==> src/rtl/jic_pkg.sv <==
// Package for the joystick input conditioner.
// Holds the register indexes, the arming and LED mode types and the result item.
// Has no dependencies; the top level refers to it by scoped names.
package jic_pkg;

  // Configuration register indexes
  localparam logic [2:0] CFG_THR_A        = 3'd0;
  localparam logic [2:0] CFG_THR_B        = 3'd1;
  localparam logic [2:0] CFG_THR_C        = 3'd2;
  localparam logic [2:0] CFG_BLINK_PERIOD = 3'd3;
  localparam logic [2:0] CFG_INVERT_MASK  = 3'd4;

  // Register reset values
  localparam logic [11:0] THR_RESET    = 12'd2048;
  localparam logic [15:0] BLINK_RESET  = 16'd100;
  localparam logic [5:0]  INVERT_RESET = 6'd0;

  // Status word layout
  localparam int MODE_BIT = 9;

  // Result queue
  localparam int RES_DEPTH = 8;
  localparam int RES_AW    = 3;

  typedef enum logic [1:0] {
    ARM_IDLE    = 2'd0,
    ARM_STANDBY = 2'd1,
    ARM_ACTIVE  = 2'd2
  } arm_t;

  typedef enum logic [1:0] {
    LED_OFF  = 2'd0,
    LED_ON   = 2'd1,
    LED_FAST = 2'd2
  } led_t;

  typedef struct packed {
    logic [9:0]  status;
    logic [11:0] avg_a;
    logic [11:0] avg_b;
    logic [11:0] avg_c;
    logic        led;
    logic [1:0]  arm;
  } res_t;

endpackage

==> src/rtl/joystick_input_conditioner.sv <==
// Joystick input conditioner top level: window memory, moving sums, divider
// by the window length, arming machine, LED blinker and result queue.
// Depends on jic_pkg.
//
// One item is one 1 ms tick. The block takes one item per clock cycle while
// in_stall is low. The window row is read at the edge that accepts the item;
// then the sums update and the row is written back, the multiply by the
// reciprocal of WINDOW lands in the product registers, and last the arm/LED
// logic writes the 8-entry result queue. The three channels of one ring
// position share one row of a single window memory, so each item needs
// exactly one read and one write of that memory; the write lands before the
// same row can be read again. Each window row has a valid bit
// cleared by reset and a row that was never written reads as zero, so there is
// no clearing pass after reset.
// in_stall rises only when the result queue plus the items in flight would
// exceed the queue depth; it comes from registers alone.
module joystick_input_conditioner #(
  parameter int WINDOW      = 16,
  parameter int SAMPLE_BITS = 12,
  parameter int TICK_BITS   = 32
) (
  input  logic        clk,
  input  logic        rst,
  // configuration
  input  logic        cfg_we,
  input  logic [2:0]  cfg_index,
  input  logic [15:0] cfg_data,
  // input items
  input  logic        in_valid,
  output logic        in_stall,
  input  logic [5:0]  button_levels,
  input  logic [11:0] sample_a,
  input  logic [11:0] sample_b,
  input  logic [11:0] sample_c,
  input  logic        mode_pin,
  // result items
  output logic        out_valid,
  input  logic        out_stall,
  output logic [9:0]  status_bits,
  output logic [11:0] average_a,
  output logic [11:0] average_b,
  output logic [11:0] average_c,
  output logic        led_level,
  output logic [1:0]  arm_state
);

  localparam int PW   = (WINDOW > 2) ? $clog2(WINDOW) : 1;
  localparam int LW   = $clog2(WINDOW);
  localparam int SB   = SAMPLE_BITS;
  localparam int SW   = (SB > 12) ? SB : 12;
  localparam int SUMW = SB + LW;
  localparam int MW   = SUMW + 1;
  localparam int PRW  = SUMW + MW;
  localparam int DK   = SUMW + LW;
  localparam logic [63:0] DIV_POW = 64'd1 << DK;
  localparam logic [63:0] DIV_MUL = (DIV_POW + 64'(WINDOW) - 64'd1) / 64'(WINDOW);
  localparam logic [MW-1:0] RECIP = DIV_MUL[MW-1:0];

  // ---------------- configuration registers ----------------
  logic [11:0] thr_a, thr_b, thr_c;
  logic [15:0] blink_period;
  logic [5:0]  invert_mask;

  always_ff @(posedge clk) begin
    if (rst) begin
      thr_a        <= jic_pkg::THR_RESET;
      thr_b        <= jic_pkg::THR_RESET;
      thr_c        <= jic_pkg::THR_RESET;
      blink_period <= jic_pkg::BLINK_RESET;
      invert_mask  <= jic_pkg::INVERT_RESET;
    end else if (cfg_we) begin
      case (cfg_index)
        jic_pkg::CFG_THR_A:        thr_a        <= cfg_data[11:0];
        jic_pkg::CFG_THR_B:        thr_b        <= cfg_data[11:0];
        jic_pkg::CFG_THR_C:        thr_c        <= cfg_data[11:0];
        jic_pkg::CFG_BLINK_PERIOD: blink_period <= cfg_data;
        jic_pkg::CFG_INVERT_MASK:  invert_mask  <= cfg_data[5:0];
        default: ;
      endcase
    end
  end

  // ---------------- input accept and ring position ----------------
  logic              accept;
  logic [PW-1:0]     ring_pos;
  logic [SW-1:0]     ext_a, ext_b, ext_c;
  logic [3*SB-1:0]   new_row;

  assign accept = in_valid && !in_stall;
  assign ext_a  = SW'(sample_a);
  assign ext_b  = SW'(sample_b);
  assign ext_c  = SW'(sample_c);
  assign new_row = {ext_c[SB-1:0], ext_b[SB-1:0], ext_a[SB-1:0]};

  always_ff @(posedge clk) begin
    if (rst) begin
      ring_pos <= '0;
    end else if (accept) begin
      if (ring_pos == PW'(WINDOW - 1)) ring_pos <= '0;
      else                             ring_pos <= ring_pos + 1'b1;
    end
  end

  // ---------------- stage 1: window row read ----------------
  logic              v1;
  logic [PW-1:0]     addr1;
  logic [3*SB-1:0]   row1;
  logic [3*SB-1:0]   rd_row;
  logic              rd_vld;
  logic [5:0]        btn1;
  logic              pin1;

  logic [3*SB-1:0]   win_mem [WINDOW];
  logic [WINDOW-1:0] win_vld;

  always_ff @(posedge clk) begin
    if (accept) rd_row <= win_mem[ring_pos];
    if (v1)     win_mem[addr1] <= row1;
  end

  always_ff @(posedge clk) begin
    if (rst) begin
      win_vld <= '0;
    end else if (v1) begin
      win_vld[addr1] <= 1'b1;
    end
  end

  always_ff @(posedge clk) begin
    if (rst) v1 <= 1'b0;
    else     v1 <= accept;
  end

  always_ff @(posedge clk) begin
    if (accept) begin
      addr1  <= ring_pos;
      row1   <= new_row;
      rd_vld <= win_vld[ring_pos];
      btn1   <= button_levels;
      pin1   <= mode_pin;
    end
  end

  // ---------------- stage 2: running sums ----------------
  logic [3*SB-1:0] old_row;
  logic [SUMW-1:0] sum [3];
  logic            v2;
  logic [5:0]      btn2;
  logic            pin2;

  // a row never written reads as zeros
  assign old_row = rd_vld ? rd_row : '0;

  always_ff @(posedge clk) begin
    if (rst) begin
      sum[0] <= '0;
      sum[1] <= '0;
      sum[2] <= '0;
      v2     <= 1'b0;
    end else begin
      v2 <= v1;
      if (v1) begin
        for (int i = 0; i < 3; i++) begin
          sum[i] <= sum[i] - SUMW'(old_row[i*SB +: SB]) + SUMW'(row1[i*SB +: SB]);
        end
      end
    end
  end

  always_ff @(posedge clk) begin
    if (v1) begin
      btn2 <= btn1;
      pin2 <= pin1;
    end
  end

  // ---------------- stage 3: divide by WINDOW via reciprocal ----------------
  logic [PRW-1:0] prod [3];
  logic           v3;
  logic [5:0]     btn3;
  logic           pin3;

  always_ff @(posedge clk) begin
    if (rst) v3 <= 1'b0;
    else     v3 <= v2;
  end

  always_ff @(posedge clk) begin
    if (v2) begin
      for (int i = 0; i < 3; i++) begin
        prod[i] <= PRW'(sum[i]) * PRW'(RECIP);
      end
      btn3 <= btn2;
      pin3 <= pin2;
    end
  end

  // ---------------- stage 4: thresholds, arming machine, LED ----------------
  logic [SB-1:0]  avg [3];
  logic [SW-1:0]  avg_ext [3];
  logic [2:0]     over;
  logic [5:0]     pressed;
  logic           deflected;
  logic           falling;

  always_comb begin
    for (int i = 0; i < 3; i++) begin
      avg[i]     = prod[i][DK +: SB];
      avg_ext[i] = SW'(avg[i]);
    end
  end

  assign over[0]   = avg_ext[0] > SW'(thr_a);
  assign over[1]   = avg_ext[1] > SW'(thr_b);
  assign over[2]   = avg_ext[2] > SW'(thr_c);
  assign deflected = over[0];
  assign pressed   = ~btn3 ^ invert_mask;

  jic_pkg::arm_t        arm_mode, arm_next;
  jic_pkg::led_t        led_mode, led_mode_next;
  logic                 led_pin, led_pin_next;
  logic                 prev_pin;
  logic                 mode_flag, mode_flag_next;
  logic [TICK_BITS-1:0] tick_count, tick_next;
  logic [TICK_BITS-1:0] last_toggle, last_toggle_next;
  logic [TICK_BITS-1:0] tick_diff;

  assign falling   = prev_pin && !pin3;
  assign tick_next = tick_count + 1'b1;
  assign tick_diff = tick_next - last_toggle;

  always_ff @(posedge clk) begin
    if (rst) begin
      arm_mode    <= jic_pkg::ARM_IDLE;
      led_mode    <= jic_pkg::LED_OFF;
      led_pin     <= 1'b0;
      prev_pin    <= 1'b0;
      mode_flag   <= 1'b0;
      tick_count  <= '0;
      last_toggle <= '0;
    end else if (v3) begin
      arm_mode    <= arm_next;
      led_mode    <= led_mode_next;
      led_pin     <= led_pin_next;
      prev_pin    <= pin3;
      mode_flag   <= mode_flag_next;
      tick_count  <= tick_next;
      last_toggle <= last_toggle_next;
    end
  end

  always_comb begin
    arm_next         = arm_mode;
    led_mode_next    = led_mode;
    mode_flag_next   = mode_flag;
    led_pin_next     = led_pin;
    last_toggle_next = last_toggle;

    // arming: deflection arms, mode pin falling edge swaps standby/active, no deflection in standby disarms
    if (deflected) begin
      case (arm_mode)
        jic_pkg::ARM_IDLE: begin
          arm_next      = jic_pkg::ARM_STANDBY;
          led_mode_next = jic_pkg::LED_FAST;
        end
        jic_pkg::ARM_STANDBY: begin
          if (falling) begin
            arm_next       = jic_pkg::ARM_ACTIVE;
            led_mode_next  = jic_pkg::LED_ON;
            mode_flag_next = 1'b0;
          end else begin
            mode_flag_next = pin3;
          end
        end
        jic_pkg::ARM_ACTIVE: begin
          if (falling) begin
            arm_next       = jic_pkg::ARM_STANDBY;
            led_mode_next  = jic_pkg::LED_FAST;
            mode_flag_next = 1'b0;
          end else begin
            mode_flag_next = pin3;
          end
        end
        default: ;
      endcase
    end else if (arm_mode == jic_pkg::ARM_STANDBY) begin
      arm_next       = jic_pkg::ARM_IDLE;
      led_mode_next  = jic_pkg::LED_OFF;
      mode_flag_next = 1'b0;
    end

    // LED drive; blink timer runs on ticks since the last toggle
    case (led_mode_next)
      jic_pkg::LED_OFF: led_pin_next = 1'b0;
      jic_pkg::LED_ON:  led_pin_next = 1'b1;
      jic_pkg::LED_FAST: begin
        if (tick_diff > TICK_BITS'(blink_period)) begin
          led_pin_next     = ~led_pin;
          last_toggle_next = tick_next;
        end
      end
      default: ;
    endcase
  end

  // assemble the result item
  jic_pkg::res_t res;

  always_comb begin
    res.status                   = '0;
    res.status[0]                = pressed[1];
    res.status[1]                = pressed[0];
    res.status[5:2]              = pressed[5:2];
    res.status[8:6]              = over;
    res.status[jic_pkg::MODE_BIT] = mode_flag_next;
    res.avg_a                    = avg_ext[0][11:0];
    res.avg_b                    = avg_ext[1][11:0];
    res.avg_c                    = avg_ext[2][11:0];
    res.led                      = led_pin_next;
    res.arm                      = arm_next;
  end

  // ---------------- result queue ----------------
  jic_pkg::res_t           res_q [jic_pkg::RES_DEPTH];
  logic [jic_pkg::RES_AW-1:0] wr_ptr, rd_ptr;
  logic [jic_pkg::RES_AW:0]   q_count;
  logic [jic_pkg::RES_AW+1:0] q_load;
  logic                       pop;
  jic_pkg::res_t           head;

  assign pop    = out_valid && !out_stall;
  assign q_load = (jic_pkg::RES_AW+2)'(q_count) + (jic_pkg::RES_AW+2)'(v1)
                + (jic_pkg::RES_AW+2)'(v2) + (jic_pkg::RES_AW+2)'(v3);
  assign in_stall = q_load >= (jic_pkg::RES_AW+2)'(jic_pkg::RES_DEPTH);

  always_ff @(posedge clk) begin
    if (v3) res_q[wr_ptr] <= res;
  end

  always_ff @(posedge clk) begin
    if (rst) begin
      wr_ptr  <= '0;
      rd_ptr  <= '0;
      q_count <= '0;
    end else begin
      if (v3)  wr_ptr <= wr_ptr + 1'b1;
      if (pop) rd_ptr <= rd_ptr + 1'b1;
      case ({v3, pop})
        2'b10:   q_count <= q_count + 1'b1;
        2'b01:   q_count <= q_count - 1'b1;
        default: q_count <= q_count;
      endcase
    end
  end

  assign head        = res_q[rd_ptr];
  assign out_valid   = q_count != '0;
  assign status_bits = head.status;
  assign average_a   = head.avg_a;
  assign average_b   = head.avg_b;
  assign average_c   = head.avg_c;
  assign led_level   = head.led;
  assign arm_state   = head.arm;

endmodule
==> config.mk <==
export PLATFORM = sky130hd
export DESIGN_NAME = joystick_input_conditioner
export DESIGN_NICKNAME = d
export VERILOG_FILES = /design/src/rtl/jic_pkg.sv /design/src/rtl/joystick_input_conditioner.sv
export SDC_FILE = /design/constraint.sdc
export NUM_CORES = 2
export LEC_CHECK = 0
export BUFFER_PORTS_ARGS = -buffer_cell sky130_fd_sc_hd__buf_2
export CAP_MARGIN = 15
export CELL_PAD_IN_SITES_DETAIL_PLACEMENT = 2
export CELL_PAD_IN_SITES_GLOBAL_PLACEMENT = 2
export CORE_ASPECT_RATIO = 0.75
export CORE_MARGIN = 2
export CORE_UTILIZATION = 45
export CTS_CLUSTER_SIZE = 14
export DETAILED_ROUTE_END_ITERATION = 10
export PLACE_DENSITY = 0.86
export SLEW_MARGIN = 10
export SYNTH_ARGS = -nofsm -noshare
export SYNTH_HDL_FRONTEND = slang
export SYNTH_SLANG_ARGS = --single-unit
==> constraint.sdc <==
create_clock -name clk -period 10.3 [get_ports clk]
set_input_delay 0.515 -clock clk [delete_from_list [all_inputs] [get_ports clk]]
set_output_delay 0.515 -clock clk [all_outputs]
set_load 0.02 [all_outputs]
==> metrics.md <==
| Metric | Value |
|---|---|
| Final instance area | `about 63,000 µm²` |
| Fin. Hold Viols | `0` |
| DRT Pass-1 Iters | `5` |
| CTS root buf | `clkbuf_16` |
| Area contributors post-synth | `edfxtp_1, mux4_2, dfxtp_1` |
| # Max-Cap Violations | `0` |
| Via Count | `about 33,000` |
| Critical path type | `reg2reg` |
| Starting density of the core | `a little under half` |
| Worst R2R Setup Slack | `2.93 ns` |
| Post-Route Skew | `0.03644 ns` |
| CP Data Required Time | `approximately 11 ns` |
| Clock power frac | `39.5%` |
| Reg2Reg Depth | `20` |
| Sequential power share | `around 48%` |
| Min-Delay Startpoint | `cfg_data[11]` |
| Library cells used by synthesis | `75` |
| Layout cells sized above 1 | `between 10% and 20%` |
| Combinational Power Share | `12.6%` |
| Internal | `9.355 mW` |
| Number of setup buffers added after CTS | `0` |
| Ys flop type | `edfxtp_1` |
| Worst-Skew Late Latency | `roughly 0.8 ns` |
| Die area | `between 100,000 and 150,000 µm²` |
| CP Launch Type | `flop` |
| LEAKAGE | `approximately 22 nW` |
| Port Buffers | `around 120` |
| Final min period | `about 7.4 ns` |
| # rows | `around 110` |
| P&R area growth vs syn | `13.37%` |
| Syn_nets | `3,708` |
| GRT Util Overall | `a little under a third` |
| Die Width | `between 400 and 500 µm` |
| Number of synthesized flops with an enable pin | `around 1,200` |
| Rel. slew slack | `23.15%` |
| Outcome | `complete, no violations` |
| Final net count | `just under 4,000` |
| Hold/Removal Path Class | `in2reg` |
| CP arrival | `8.03 ns` |
| DR vias/cell | `just over 6` |
| Syn Inst Count | `3,456` |
| Startpoint of the worst-slack reg-to-reg timing path | `tick_count[0]` |
| Hold path cells | `3` |
| # clock sinks | `1,315` |
| Initial antenna violation count | `12` |
| 1st-iter DRT viols | `3,415` |
| Reg-to-Reg End | `last_toggle[0]` |
| Top-Level Pins | `about 120` |
| Clock tree buffer depth | `3` |
| Cell taking the most area after synthesis | `edfxtp_1` |
| VDD IR max | `~0.16 mV` |
| Die Y | `between 300 and 400 µm` |
| DP Area | `approximately 59,000 µm²` |
| Worst Tran Pin Value | `between 1 and 1.5 ns` |
| First-pass GRT wire length | `roughly 270,000 µm` |
| Achievable Freq | `around 0.14 GHz` |
| Drt drc | `0` |
| Vias in the first global route | `36,517` |
| Post-route ant nets | `0` |
| Post-Route Setup TNS | `0 ns` |
| Final Power | `about 13 mW` |
| Final setup vio count | `0` |
| H-tree levels | `4` |
| CP Capture Type | `flop` |
| Hold Crit Endpoint | `blink_period[11]` |
| CTS tree | `yes` |
| Routed length per placed instance | `35.03 µm` |
| Sequential area share after synthesis | `about two thirds` |
| Avg Inst Size Synth | `between 15 and 20 µm²` |
| Ys async rst share | `0%` |
| RSZ-0062 raised after global routing | `false` |
| Sw frac | `26.48%` |
| CP max FO | `20` |
| Synthesized cell area | `roughly 56,000 µm²` |
| RePlAce Congestion | `around 0.86` |
| Congestion Overflow GR | `0` |
| YS warnings | `0` |
| Max-slew violation count | `0` |
| Core area | `~120,000 µm²` |
| Synth Register Bits | `1,315` |
| PwrDens | `~200 nW/µm²` |
| Final period util | `71.59%` |
| Total CTS buffers | `between 100 and 150` |
| Overall routed net length | `between 150,000 and 200,000 µm` |
| Top cell type's share of synthesized area | `between 60% and 70%` |
| P_sw | `between 3 and 4 mW` |
| Filler Cells Inserted | `11,101` |
| Largest net degree at the start of global routing | `113` |
| Fin util | `~51%` |
| Clock slew at reported path FFs | `~0.070 ns` |
| DP Wirelength | `about 110,000 µm` |
==> metal layers <==
layer	part of all wire [%]	track usage, %	routed length, µm	up-vias
met3	6.1	4.569	11530	424
met5	0.035	0	67	-
met4	4.0	11.84	7615	10
li1	-	-	-	13495
met1	39	38.38	74090	17832
met2	51	52.39	96780	1496
==> flip-flops by register name (all words and copies together) (netlist names), 3 cells and up, named ones only <==
name and flops:
win_mem 576, res_q 392, sum 48, prod 36, rd_row 36, row1 36, last_toggle 32, tick_count 32
blink_period 16, win_vld 16, thr_a 12, thr_b 12, thr_c 12, btn1 6, btn2 6, btn3 6
invert_mask 6, addr1 4, q_count 4, ring_pos 4, rd_ptr 3, wr_ptr 3
==> worst max path at each step <==
stage                     end  cells after the start           from  slack [ns]
2_1_floorplan     ring_pos[3]                     10             v2        4.26
3_3_place_gp   last_toggle[0]                     20  tick_count[0]        3.64
3_5_place_dp   last_toggle[0]                     20  tick_count[0]        3.23
4_1_cts        last_toggle[0]                     20  tick_count[0]        3.09
5_1_grt        last_toggle[0]                     20  tick_count[0]        2.54
6_report       last_toggle[0]                     20  tick_count[0]        2.93
==> power groups by stage <==
stage / combinational [mW] / sequential (mW) / clock [mW]
finish: 1.60 / 6.11 / 5.02
global route: 1.70 / 6.12 / 5.24
CTS: 1.60 / 6.10 / 5.09
detailed placement: 1.50 / 6.21 / 0
global placement: 1.35 / 6.17 / 0
floorplan: 1.04 / 6.10 / 0
==> worst max-delay path: stages, from the launching register on <==
cell	delay, ns
dfxtp_1	0.49
ha_1	0.31
nand3_1	0.20
nor4_2	0.67
and3_1	0.46
and3_1	0.29
and3_1	0.25
and3_1	0.34
nand3_1	0.14
xnor2_1	0.22
ha_1	0.40
a21oi_1	0.42
o211ai_1	0.21
nor4b_1	0.66
a21boi_0	0.23
mux2i_1	0.21
a2111oi_2	0.05
and4_4	0.18
a21oi_4	0.56
buf_4	0.52
mux2_1	0.38
==> placed cells by master (no fill, tap or decap), types with 47 or more instances in the layout <==
cell type / n
a21oi_1: 120
and2_1: 51
buf_2: 116
buf_4: 47
clkbuf_16: 135
dfxtp_1: 156
dlygate4sd3_1: 48
edfxtp_1: 1150
ha_1: 145
inv_1: 263
mux2_2: 49
mux2i_1: 52
mux4_2: 283
nand2_1: 245
nor2_1: 183
xnor2_1: 63
xor2_1: 67
==> cell usage after synthesis (34+ instances only) <==
cell and count:
mux2i_1 52, nand2_1 246, dfxtp_1 165, fa_1 40, mux2_2 49, nor2_1 201
xnor2_1 63, a21oi_1 120, mux4_2 283, edfxtp_1 1150, clkbuf_1 101, inv_1 263
and2_1 52, ha_1 145, o21ai_0 40, nor3_1 34, xor2_1 67, a21o_1 44
nand3_1 43
==> layout make-up <==
type / count / area, µm² / share of cell area [%]
Multi-Input combinational cell: 1739 / 16800 / 26.46
Clock buffer: 173 / 3561 / 5.608
Clock inverter: 68 / 775.7 / 1.222
Sequential cell: 1315 / 37860 / 59.63
Tap cell: 1653 / 2068 / 3.257
Inverter: 264 / 991.0 / 1.561
Timing Repair Buffer: 212 / 1434 / 2.258
Antenna cell: 2 / 5.005 / 0.007882
==> kinds of logic after synthesis <==
logic type                 Yosys count  synth area share [%]
AOI/OAI and AO/OA                  315                 3.630
xor gates and xnor gates           130                 2.033
adders and majority gates          185                 4.669
buffers and inverters              402                 2.752
DFF                               1315                 67.56
muxes                              386                 13.33
and+or+nand+nor                    723                 6.025
==> per-stage QoR <==
| stage | std cells | setup WS (ns) | hold slack [ns] |
|---|---|---|---|
| floorplan | 3456 | 4.264 | 0.4003 |
| global placement | 5135 | 3.639 | 0.4012 |
| detailed placement | 5135 | 3.229 | 0.4123 |
| CTS | 5424 | 3.085 | 0.02017 |
| global route | 5425 | 2.544 | 0.08520 |
| finish | 5426 | 2.926 | 0.07324 |
==> timing repair <==
action | CTS | global route
hold buffers | 48 | 0
hold endpoints to repair | 48 | 0
resized for setup | 0 | 0
(Power assumes the default switching activity.)
